`config.mk`:
```
export PLATFORM = sky130hd
export DESIGN_NAME = i2c_sensor_command_master
export DESIGN_NICKNAME = d
export VERILOG_FILES = /design/src/rtl/icm_pkg.sv /design/src/rtl/icm_core.sv /design/src/rtl/icm_outbuf.sv /design/src/rtl/i2c_sensor_command_master.sv
export SDC_FILE = /design/constraint.sdc
export NUM_CORES = 1
export LEC_CHECK = 0
export BUFFER_PORTS_ARGS = -buffer_cell sky130_fd_sc_hd__buf_2
export CORE_ASPECT_RATIO = 2
export CORE_MARGIN = 2
export CORE_UTILIZATION = 30
export DETAILED_ROUTE_END_ITERATION = 8
export SETUP_SLACK_MARGIN = 0.3
export SYNTH_ARGS = -nofsm -noshare
export SYNTH_HDL_FRONTEND = slang
export SYNTH_SLANG_ARGS = --single-unit
```
`constraint.sdc`:
```
create_clock -name clk -period 7.6 [get_ports clk]
set_input_delay 0.38 -clock clk [delete_from_list [all_inputs] [get_ports clk]]
set_output_delay 0.38 -clock clk [all_outputs]
set_load 0.02 [all_outputs]
```
`src/rtl/icm_pkg.sv`:
```
`timescale 1ns / 1ps
`default_nettype none

package icm_pkg;

  // configuration register indexes
  localparam logic [1:0] REG_DEVICE_ADDRESS    = 2'd0;
  localparam logic [1:0] REG_HALF_BIT_TICKS    = 2'd1;
  localparam logic [1:0] REG_ACK_TIMEOUT_TICKS = 2'd2;
  localparam logic [1:0] REG_WRITE_HOLD_TICKS  = 2'd3;

  localparam int unsigned CFG_DATA_W = 20;

  // reset values of the registers
  localparam logic [6:0]  DEVICE_ADDRESS_RST    = 7'd88;
  localparam logic [15:0] HALF_BIT_TICKS_RST    = 16'd20;
  localparam logic [7:0]  ACK_TIMEOUT_TICKS_RST = 8'd250;
  localparam logic [19:0] WRITE_HOLD_TICKS_RST  = 20'd100000;

  // input word modes
  localparam logic [1:0] MODE_TICK  = 2'd0;
  localparam logic [1:0] MODE_WRITE = 2'd1;
  localparam logic [1:0] MODE_READ  = 2'd2;

  // bytes clocked in by a read
  localparam logic [3:0] READ_BYTES = 4'd5;

  // one result word
  typedef struct packed {
    logic        scl_level;
    logic        sda_level;
    logic        sda_enable;
    logic        busy_res;
    logic        done_res;
    logic        ack_error;
    logic [31:0] read_word;
  } res_t;

endpackage

`default_nettype wire

```
`src/rtl/icm_core.sv`:
```
`timescale 1ns / 1ps
`default_nettype none

module icm_core
  import icm_pkg::*;
(
  input  wire logic                  clk,
  input  wire logic                  rst,
  input  wire logic                  cfg_write,
  input  wire logic [1:0]            cfg_index,
  input  wire logic [CFG_DATA_W-1:0] cfg_data,
  input  wire logic                  step,
  input  wire logic [1:0]            mode,
  input  wire logic [7:0]            command_high,
  input  wire logic [7:0]            command_low,
  input  wire logic                  sda_sample,
  output res_t                       res
);

  localparam logic [3:0] PH_IDLE    = 4'd0;
  localparam logic [3:0] PH_DONE    = 4'd1;
  localparam logic [3:0] PH_START_A = 4'd2;
  localparam logic [3:0] PH_START_B = 4'd3;
  localparam logic [3:0] PH_TX_LO   = 4'd4;
  localparam logic [3:0] PH_TX_HI   = 4'd5;
  localparam logic [3:0] PH_ACK_LO  = 4'd6;
  localparam logic [3:0] PH_ACK_HI  = 4'd7;
  localparam logic [3:0] PH_RX_LO   = 4'd8;
  localparam logic [3:0] PH_RX_HI   = 4'd9;
  localparam logic [3:0] PH_MACK_LO = 4'd10;
  localparam logic [3:0] PH_MACK_HI = 4'd11;
  localparam logic [3:0] PH_STOP_A  = 4'd12;
  localparam logic [3:0] PH_STOP_B  = 4'd13;
  localparam logic [3:0] PH_STOP_C  = 4'd14;
  localparam logic [3:0] PH_HOLD    = 4'd15;

  // configuration
  logic [6:0]  device_address;
  logic [15:0] half_bit_ticks;
  logic [7:0]  ack_timeout_ticks;
  logic [19:0] write_hold_ticks;

  // sequencer state
  logic [3:0]  phase, phase_next;
  logic [19:0] tick_timer, tick_timer_next;
  logic [3:0]  bit_count, bit_count_next;
  logic [2:0]  byte_count, byte_count_next;
  logic [7:0]  shift_byte, shift_byte_next;
  logic [31:0] word_acc, word_acc_next;
  logic        is_read, is_read_next;
  logic        error_flag, error_flag_next;
  logic [15:0] held_command, held_command_next;

  logic [15:0] half_eff;
  logic [19:0] timer_inc;
  logic        phase_over;
  logic [19:0] timer_after;
  logic [2:0]  byte_inc;
  logic [3:0]  bit_inc;
  logic [7:0]  rx_byte;
  logic        last_byte;

  // register writes
  always_ff @(posedge clk) begin
    if (rst) begin
      device_address    <= DEVICE_ADDRESS_RST;
      half_bit_ticks    <= HALF_BIT_TICKS_RST;
      ack_timeout_ticks <= ACK_TIMEOUT_TICKS_RST;
      write_hold_ticks  <= WRITE_HOLD_TICKS_RST;
    end else if (cfg_write) begin
      unique case (cfg_index)
        REG_DEVICE_ADDRESS:    device_address    <= cfg_data[6:0];
        REG_HALF_BIT_TICKS:    half_bit_ticks    <= cfg_data[15:0];
        REG_ACK_TIMEOUT_TICKS: ack_timeout_ticks <= cfg_data[7:0];
        REG_WRITE_HOLD_TICKS:  write_hold_ticks  <= cfg_data[19:0];
        default: ;
      endcase
    end
  end

  // shared phase timer: a zero half-bit time acts as one tick
  assign half_eff    = (half_bit_ticks == 16'd0) ? 16'd1 : half_bit_ticks;
  assign timer_inc   = tick_timer + 20'd1;
  assign phase_over  = (timer_inc >= {4'd0, half_eff});
  assign timer_after = phase_over ? 20'd0 : timer_inc;
  assign byte_inc    = byte_count + 3'd1;
  assign bit_inc     = bit_count + 4'd1;
  assign rx_byte     = {shift_byte[6:0], sda_sample};

  // next state for one tick
  always_comb begin
    phase_next        = phase;
    tick_timer_next   = tick_timer;
    bit_count_next    = bit_count;
    byte_count_next   = byte_count;
    shift_byte_next   = shift_byte;
    word_acc_next     = word_acc;
    is_read_next      = is_read;
    error_flag_next   = error_flag;
    held_command_next = held_command;

    unique case (phase)
      PH_IDLE, PH_DONE: begin
        phase_next = PH_IDLE;
        if (mode == MODE_WRITE || mode == MODE_READ) begin
          held_command_next = {command_high, command_low};
          is_read_next      = (mode == MODE_READ);
          error_flag_next   = 1'b0;
          bit_count_next    = 4'd0;
          byte_count_next   = 3'd0;
          if (mode == MODE_READ) begin
            word_acc_next = 32'd0;
          end
          phase_next      = PH_START_A;
          tick_timer_next = 20'd0;
        end
      end
      PH_START_A: begin
        tick_timer_next = timer_after;
        if (phase_over) phase_next = PH_START_B;
      end
      PH_START_B: begin
        tick_timer_next = timer_after;
        if (phase_over) begin
          shift_byte_next = {device_address, is_read};
          bit_count_next  = 4'd0;
          byte_count_next = 3'd0;
          phase_next      = PH_TX_LO;
        end
      end
      PH_TX_LO: begin
        tick_timer_next = timer_after;
        if (phase_over) phase_next = PH_TX_HI;
      end
      PH_TX_HI: begin
        tick_timer_next = timer_after;
        if (phase_over) begin
          shift_byte_next = {shift_byte[6:0], 1'b0};
          if (bit_inc >= 4'd8) begin
            bit_count_next = 4'd0;
            phase_next     = PH_ACK_LO;
          end else begin
            bit_count_next = bit_inc;
            phase_next     = PH_TX_LO;
          end
        end
      end
      PH_ACK_LO: begin
        tick_timer_next = timer_after;
        if (phase_over) phase_next = PH_ACK_HI;
      end
      PH_ACK_HI: begin
        if (!sda_sample) begin
          tick_timer_next = 20'd0;
          if (is_read) begin
            byte_count_next = 3'd0;
            bit_count_next  = 4'd0;
            phase_next      = PH_RX_LO;
          end else begin
            byte_count_next = byte_inc;
            if (byte_inc >= 3'd3) begin
              phase_next = PH_STOP_A;
            end else begin
              shift_byte_next = (byte_inc == 3'd1) ? held_command[15:8]
                                                   : held_command[7:0];
              phase_next      = PH_TX_LO;
            end
          end
        end else if (timer_inc >= {12'd0, ack_timeout_ticks}) begin
          // no ack in time: abort with a stop
          error_flag_next = 1'b1;
          tick_timer_next = 20'd0;
          phase_next      = PH_STOP_A;
        end else begin
          tick_timer_next = timer_inc;
        end
      end
      PH_RX_LO: begin
        tick_timer_next = timer_after;
        if (phase_over) phase_next = PH_RX_HI;
      end
      PH_RX_HI: begin
        tick_timer_next = timer_after;
        if (phase_over) begin
          shift_byte_next = rx_byte;
          if (bit_inc >= 4'd8) begin
            bit_count_next = 4'd0;
            // third byte is the CRC and is dropped
            if (byte_count != 3'd2) begin
              word_acc_next = {word_acc[23:0], rx_byte};
            end
            phase_next = PH_MACK_LO;
          end else begin
            bit_count_next = bit_inc;
            phase_next     = PH_RX_LO;
          end
        end
      end
      PH_MACK_LO: begin
        tick_timer_next = timer_after;
        if (phase_over) phase_next = PH_MACK_HI;
      end
      PH_MACK_HI: begin
        tick_timer_next = timer_after;
        if (phase_over) begin
          byte_count_next = byte_inc;
          phase_next = ({1'b0, byte_inc} >= READ_BYTES) ? PH_STOP_A : PH_RX_LO;
        end
      end
      PH_STOP_A: begin
        tick_timer_next = timer_after;
        if (phase_over) phase_next = PH_STOP_B;
      end
      PH_STOP_B: begin
        tick_timer_next = timer_after;
        if (phase_over) phase_next = PH_STOP_C;
      end
      PH_STOP_C: begin
        tick_timer_next = timer_after;
        if (phase_over) begin
          if (!is_read && !error_flag && write_hold_ticks != 20'd0) begin
            phase_next = PH_HOLD;
          end else begin
            phase_next = PH_DONE;
          end
        end
      end
      PH_HOLD: begin
        if (timer_inc >= write_hold_ticks) begin
          tick_timer_next = 20'd0;
          phase_next      = PH_DONE;
        end else begin
          tick_timer_next = timer_inc;
        end
      end
      default: begin
        tick_timer_next = 20'd0;
        phase_next      = PH_IDLE;
      end
    endcase
  end

  // state update on each accepted tick
  always_ff @(posedge clk) begin
    if (rst) begin
      phase        <= PH_IDLE;
      tick_timer   <= 20'd0;
      bit_count    <= 4'd0;
      byte_count   <= 3'd0;
      shift_byte   <= 8'd0;
      word_acc     <= 32'd0;
      is_read      <= 1'b0;
      error_flag   <= 1'b0;
      held_command <= 16'd0;
    end else if (step) begin
      phase        <= phase_next;
      tick_timer   <= tick_timer_next;
      bit_count    <= bit_count_next;
      byte_count   <= byte_count_next;
      shift_byte   <= shift_byte_next;
      word_acc     <= word_acc_next;
      is_read      <= is_read_next;
      error_flag   <= error_flag_next;
      held_command <= held_command_next;
    end
  end

  // bus drive from the phase after this tick
  assign last_byte = ({1'b0, byte_count_next} + 4'd1 >= READ_BYTES);

  always_comb begin
    res.scl_level  = 1'b1;
    res.sda_level  = 1'b1;
    res.sda_enable = 1'b1;
    res.busy_res   = 1'b1;
    res.done_res   = (phase_next == PH_DONE);
    res.ack_error  = error_flag_next;
    res.read_word  = word_acc_next;
    unique case (phase_next)
      PH_IDLE, PH_DONE: res.busy_res = 1'b0;
      PH_START_B:       res.sda_level = 1'b0;
      PH_TX_LO: begin
        res.scl_level = 1'b0;
        res.sda_level = shift_byte_next[7];
      end
      PH_TX_HI:         res.sda_level = shift_byte_next[7];
      PH_ACK_LO, PH_RX_LO: begin
        res.scl_level  = 1'b0;
        res.sda_level  = 1'b0;
        res.sda_enable = 1'b0;
      end
      PH_ACK_HI, PH_RX_HI: begin
        res.sda_level  = 1'b0;
        res.sda_enable = 1'b0;
      end
      PH_MACK_LO: begin
        res.scl_level = 1'b0;
        res.sda_level = last_byte;
      end
      PH_MACK_HI:       res.sda_level = last_byte;
      PH_STOP_A: begin
        res.scl_level = 1'b0;
        res.sda_level = 1'b0;
      end
      PH_STOP_B:        res.sda_level = 1'b0;
      default: ;
    endcase
  end

endmodule

`default_nettype wire

```
`src/rtl/icm_outbuf.sv`:
```
`timescale 1ns / 1ps
`default_nettype none

module icm_outbuf
  import icm_pkg::*;
(
  input  wire logic clk,
  input  wire logic rst,
  input  wire logic push,
  input  wire res_t push_data,
  output logic      full,
  output logic      out_valid,
  input  wire logic out_stall,
  output res_t      out_data
);

  logic head_valid;
  logic skid_valid;
  res_t head;
  res_t skid;
  logic pop;

  assign pop       = head_valid & ~out_stall;
  assign full      = skid_valid;
  assign out_valid = head_valid;
  assign out_data  = head;

  // valid bits
  always_ff @(posedge clk) begin
    if (rst) begin
      head_valid <= 1'b0;
      skid_valid <= 1'b0;
    end else if (pop || !head_valid) begin
      head_valid <= skid_valid | push;
      skid_valid <= skid_valid & push;
    end else if (push) begin
      skid_valid <= 1'b1;
    end
  end

  // payload
  always_ff @(posedge clk) begin
    if (pop || !head_valid) begin
      if (skid_valid) begin
        head <= skid;
        skid <= push_data;
      end else begin
        head <= push_data;
      end
    end else if (push) begin
      skid <= push_data;
    end
  end

endmodule

`default_nettype wire

```
`src/rtl/i2c_sensor_command_master.sv`:
```
`timescale 1ns / 1ps
`default_nettype none

// Channel  Handshake             Payload
// in       in_valid / in_stall   mode, command_high, command_low, sda_sample
// out      out_valid / out_stall scl_level, sda_level, sda_enable, busy_res,
//                                done_res, ack_error, read_word
// cfg      cfg_write             cfg_index, cfg_data
//
// One input word (one timer tick) per clock while in_stall is low; its
// result word is registered before it is shown. The sequencer state
// updates on each accepted word. A two-word output buffer holds results
// while out_stall is high; in_stall rises only when both entries are full.
// Synchronous reset returns the bus to idle and loads the register defaults.

module i2c_sensor_command_master
  import icm_pkg::*;
(
  input  wire logic                  clk,
  input  wire logic                  rst,
  input  wire logic                  cfg_write,
  input  wire logic [1:0]            cfg_index,
  input  wire logic [CFG_DATA_W-1:0] cfg_data,
  input  wire logic                  in_valid,
  output logic                       in_stall,
  input  wire logic [1:0]            mode,
  input  wire logic [7:0]            command_high,
  input  wire logic [7:0]            command_low,
  input  wire logic                  sda_sample,
  output logic                       out_valid,
  input  wire logic                  out_stall,
  output logic                       scl_level,
  output logic                       sda_level,
  output logic                       sda_enable,
  output logic                       busy_res,
  output logic                       done_res,
  output logic                       ack_error,
  output logic [31:0]                read_word
);

  logic step;
  res_t step_res;
  res_t out_res;

  assign step = in_valid & ~in_stall;

  icm_core u_core (
    .clk          (clk),
    .rst          (rst),
    .cfg_write    (cfg_write),
    .cfg_index    (cfg_index),
    .cfg_data     (cfg_data),
    .step         (step),
    .mode         (mode),
    .command_high (command_high),
    .command_low  (command_low),
    .sda_sample   (sda_sample),
    .res          (step_res)
  );

  icm_outbuf u_outbuf (
    .clk       (clk),
    .rst       (rst),
    .push      (step),
    .push_data (step_res),
    .full      (in_stall),
    .out_valid (out_valid),
    .out_stall (out_stall),
    .out_data  (out_res)
  );

  assign scl_level  = out_res.scl_level;
  assign sda_level  = out_res.sda_level;
  assign sda_enable = out_res.sda_enable;
  assign busy_res   = out_res.busy_res;
  assign done_res   = out_res.done_res;
  assign ack_error  = out_res.ack_error;
  assign read_word  = out_res.read_word;

endmodule

`default_nettype wire
```
==> summary.log <==
[status] outcome completed
[layout] fraction of final layout cells sized beyond drive strength 1 16.0%
[sta] RSZ-0062 raised after global routing false
[worst_setup_path] crit path launch type register
[synthesis] per-instance average area after synthesis 9.45 sq um
[route] Total Wirelength 30,100 um
[route] final routed wire length divided by cell count 18.2 um
[synthesis] number of distinct standard cells referenced by the synthesized netlist 74
[route] amount of wire on met3 after detailed routing 1040 um
[sta] Max-slew headroom 20.0%
[route] top layer used by detailed routing met4
[power_and_ir_drop] fraction of power consumed by combinational cells 9.2%
[global_routing] total congestion overflow after global routing 0
[synthesis] total standard cell area after synthesis 10,800 sq um
[layout] area taken by multi-input logic gates 5180 sq um
[layout] post-synthesis to final-layout area growth 13.8%
[route] iteration count of the initial detailed-routing pass 5
[power_and_ir_drop] Clk pwr share 40.6%
[power_and_ir_drop] sequential power share 50.2%
[layout] sequential cell area 5120 sq um
[floorplan] die height 272 um
[global_routing] overall track demand over capacity in global routing 15.5%
[power_and_ir_drop] Switching Fraction 25.2%
[layout] final cell utilization of the core 34.5%
[worst_setup_path] crit path max fanout 34
[power_and_ir_drop] worst IR drop on VDD 0.214 mV
[synthesis] fraction of registers with async set or reset after synthesis 0%
[place] Port Buf Inserts 85
[clocking] Clock Tree Root sky130_fd_sc_hd__clkbuf_16
[worst_setup_path] Setup CP Type register to register
[sta] Worst-Margin Slew 1.19 ns
[power_and_ir_drop] power dissipated by switching net loads 0.000642 W
[sta] final cycle utilization of the critical path 67.5%
[global_routing] wire length of the first global-routing pass 47,200 um
[route] detailed-route wire length on metal 1 10,900 um
[synthesis] Post-Syn Instances 1,141
[sta] Final Hold Vio Count 0
[global_routing] pin count of the biggest net entering global routing 105
[sta] number of failing setup endpoints in the final timing report 0
[synthesis] share of the yosys chip area belonging to registers 47.5%
[place] HPWL after detailed placement 22,100 um
[route] number of vias in the routed layout 8,655
[global_routing] vias in the first global route 8,628
[clocking] hold-fix buffers at CTS 0
[clocking] TritonCTS clock tree built
[floorplan] placement row count 98
[clocking] CTS max path bufs 3
[clocking] clock sinks 218
[floorplan] die area 37,600 sq um
[route] post-route DRC violation count 0
[worst_setup_path] arrival time at the worst endpoint 5.38 ns
[synthesis] count of flip-flops with a built-in enable after synthesis 76
[floorplan] starting density of the core 30.3%
[hold_path] path type of the worst min-delay path primary input to register
[synthesis] number of synthesis warnings 0
[layout] NumNets Final 1,289
[route] routed vias/inst 5.23
[clocking] insertion delay of the later-clocked pin in the worst-skew pair 0.51 ns
[clocking] PostCTS Resize Cnt 0
[layout] fillcell total 3,677
[global_routing] initial antenna violation count 0
[sta] setup_tns 0 ns
[floorplan] DIE WIDTH 138 um
[synthesis] synthesized net count 1,238
[synthesis] commonest register cell after synthesis sky130_fd_sc_hd__dfxtp_1
[sta] achievable clock frequency 195 MHz
[layout] ANT cells 0
[route] routed length on met2 16,900 um
[power_and_ir_drop] Cell Int Power 0.00191 W
[floorplan] placeable core region 35,600 sq um
[worst_setup_path] required time at the worst-slack endpoint 7.85 ns
[clocking] clock buffers created by TritonCTS 21
[clocking] level count of the clock H-tree 1
[run] number of max-capacitance violations reported 0
[clocking] buffers inserted by post-CTS timing repair 0
[place] weighted congestion reported at the end of routability-driven placement 0.891
[clocking] register clock-pin slew on the reported worst setup and hold paths 0.07 ns
[sta] Final Max Tran Viols 0
[synthesis] flops & latches, synth 218
[power_and_ir_drop] Leakage Power 4.70 nW
[sta] final worst path period need 5.13 ns
[hold_path] Hold Path Stages 2
[sta] final setup skew 0.0144 ns
[route] Iter 0 DRT Violations 569
[route] count of antenna-violating nets left after detailed routing 0
[floorplan] number of primary I/O pins 86
[power_and_ir_drop] ratio of total power to cell area 208 nW/um^2
[worst_setup_path] number of cells on the worst reg-to-reg path 16
[worst_setup_path] Worst Setup End Kind register
routing by layer:
metal / up-vias / track usage (%)
li1: 4207 / -
met1: 4168 / 15.7
met2: 217 / 31.3
met3: 63 / 1.58
met4: 0 / 7.17
met5: - / 0
power groups by stage:
stage / Sequential [W] / Clock, W / Combinational, W
floorplan: 0.00132 / 0 / 0.000135
global placement: 0.00131 / 0 / 0.000234
detailed placement: 0.00131 / 0 / 0.000237
CTS: 0.00128 / 0.00106 / 0.000238
global route: 0.00128 / 0.00110 / 0.000258
finish: 0.00128 / 0.00103 / 0.000234
worst max-delay path, cell delays in order (launching register included):
cell and delay [ns]:
sky130_fd_sc_hd__dfxtp_1 0.49, sky130_fd_sc_hd__ha_1 0.30, sky130_fd_sc_hd__nand3_1 0.25, sky130_fd_sc_hd__nor2_1 0.33, sky130_fd_sc_hd__nand2_1 0.12, sky130_fd_sc_hd__xnor2_1 0.21
sky130_fd_sc_hd__ha_1 0.35, sky130_fd_sc_hd__nand2_1 0.06, sky130_fd_sc_hd__nor2_1 0.18, sky130_fd_sc_hd__a2111oi_0 0.13, sky130_fd_sc_hd__o211ai_1 0.56, sky130_fd_sc_hd__o21ai_1 0.25
sky130_fd_sc_hd__nor2_4 0.77, sky130_fd_sc_hd__nor2_2 0.07, sky130_fd_sc_hd__buf_4 0.28, sky130_fd_sc_hd__a22o_1 0.25, sky130_fd_sc_hd__mux2_2 0.27
logic make-up after synthesis:
kind of cell | after synthesis | share of synthesized area, %
xor gates and xnor gates | 23 | 1.87
AOI/OAI and AO/OA | 269 | 17.6
muxes | 44 | 4.47
and+or+nand+nor | 409 | 17.8
buffers and inverters | 127 | 4.80
DFF | 218 | 47.5
adders and majority gates | 51 | 5.92
flip-flops by register name (all words and copies together) (netlist names), 3 cells and up:
signal,count
u_core.bit_count,4
u_core.write_hold_ticks,20
u_outbuf.skid,38
u_core.half_bit_ticks,16
u_core.phase,4
u_core.tick_timer,20
u_core.device_address,7
u_core.word_acc,32
u_core.byte_count,3
u_outbuf.out_data,38
u_core.held_command,16
u_core.ack_timeout_ticks,8
u_core.shift_byte,8
cell usage in the layout, fill, tap and decap left out, types with 13 or more instances in the layout:
cell and instances:
sky130_fd_sc_hd__inv_1 56, sky130_fd_sc_hd__nand2_1 153, sky130_fd_sc_hd__a22o_1 32, sky130_fd_sc_hd__buf_2 84
sky130_fd_sc_hd__nor3_1 22, sky130_fd_sc_hd__nand3b_1 14, sky130_fd_sc_hd__ha_1 51, sky130_fd_sc_hd__nor2b_1 13
sky130_fd_sc_hd__nand3_1 25, sky130_fd_sc_hd__a22oi_1 50, sky130_fd_sc_hd__mux2_2 33, sky130_fd_sc_hd__clkbuf_16 21
sky130_fd_sc_hd__nor2_1 116, sky130_fd_sc_hd__xnor2_1 13, sky130_fd_sc_hd__dfxtp_1 142, sky130_fd_sc_hd__buf_4 13
sky130_fd_sc_hd__o21ai_0 30, sky130_fd_sc_hd__a21oi_1 79, sky130_fd_sc_hd__edfxtp_1 76
worst paths after layout:
check                           slack (ns)                          end                    start
worst max-delay path                  2.47         u_outbuf.out_data[7]     u_core.tick_timer[0]
worst min-delay path                  0.09  u_core.write_hold_ticks[16]             cfg_data[16]
worst max register to register        2.47         u_outbuf.out_data[7]     u_core.tick_timer[0]
worst min register to register        0.46      u_core.held_command[10]  u_core.held_command[10]
cell usage after synthesis (12+ instances only):
| cell | n | area [sq um] |
|---|---|---|
| sky130_fd_sc_hd__dfxtp_1 | 142 | 2840 |
| sky130_fd_sc_hd__a21oi_1 | 79 | 395 |
| sky130_fd_sc_hd__nand3_1 | 25 | 125 |
| sky130_fd_sc_hd__o21ai_0 | 31 | 155 |
| sky130_fd_sc_hd__mux2_2 | 33 | 372 |
| sky130_fd_sc_hd__nor3_1 | 24 | 120 |
| sky130_fd_sc_hd__a22o_1 | 32 | 280 |
| sky130_fd_sc_hd__clkbuf_1 | 47 | 176 |
| sky130_fd_sc_hd__nand3b_1 | 14 | 105 |
| sky130_fd_sc_hd__ha_1 | 51 | 638 |
| sky130_fd_sc_hd__nand2_1 | 154 | 578 |
| sky130_fd_sc_hd__a22oi_1 | 50 | 375 |
| sky130_fd_sc_hd__edfxtp_1 | 76 | 2280 |
| sky130_fd_sc_hd__inv_1 | 56 | 210 |
| sky130_fd_sc_hd__a211o_1 | 12 | 105 |
| sky130_fd_sc_hd__a211oi_1 | 12 | 90.1 |
| sky130_fd_sc_hd__xnor2_1 | 13 | 114 |
| sky130_fd_sc_hd__nor2_1 | 117 | 439 |
| sky130_fd_sc_hd__nor2b_1 | 13 | 81.3 |
| sky130_fd_sc_hd__buf_2 | 16 | 80.1 |
per-stage QoR:
step / std cells / cell area (sq um) / total power (W) / worst slack [ns] / hold slack, ns
finish: 1656 / 12300 / 0.00255 / 2.47 / 0.0911
global route: 1656 / 12300 / 0.00265 / 2.08 / 0.103
CTS: 1656 / 12300 / 0.00257 / 2.53 / 0.0798
detailed placement: 1619 / 11600 / 0.00154 / 2.53 / 0.448
global placement: 1619 / 11600 / 0.00154 / 2.51 / 0.445
floorplan: 1141 / 10800 / 0.00145 / 2.90 / 0.436
final cells by class:
type                       instances  area share [%]
clock buffer                      24            4.37
tap                              450            4.59
clock inverter                    13            1.02
multi-input combinational        796            42.2
inverter                          58            1.79
timing repair buffer              97            4.22
sequential                       218            41.8
No activity file was read; power rests on OpenSTA's default activity.
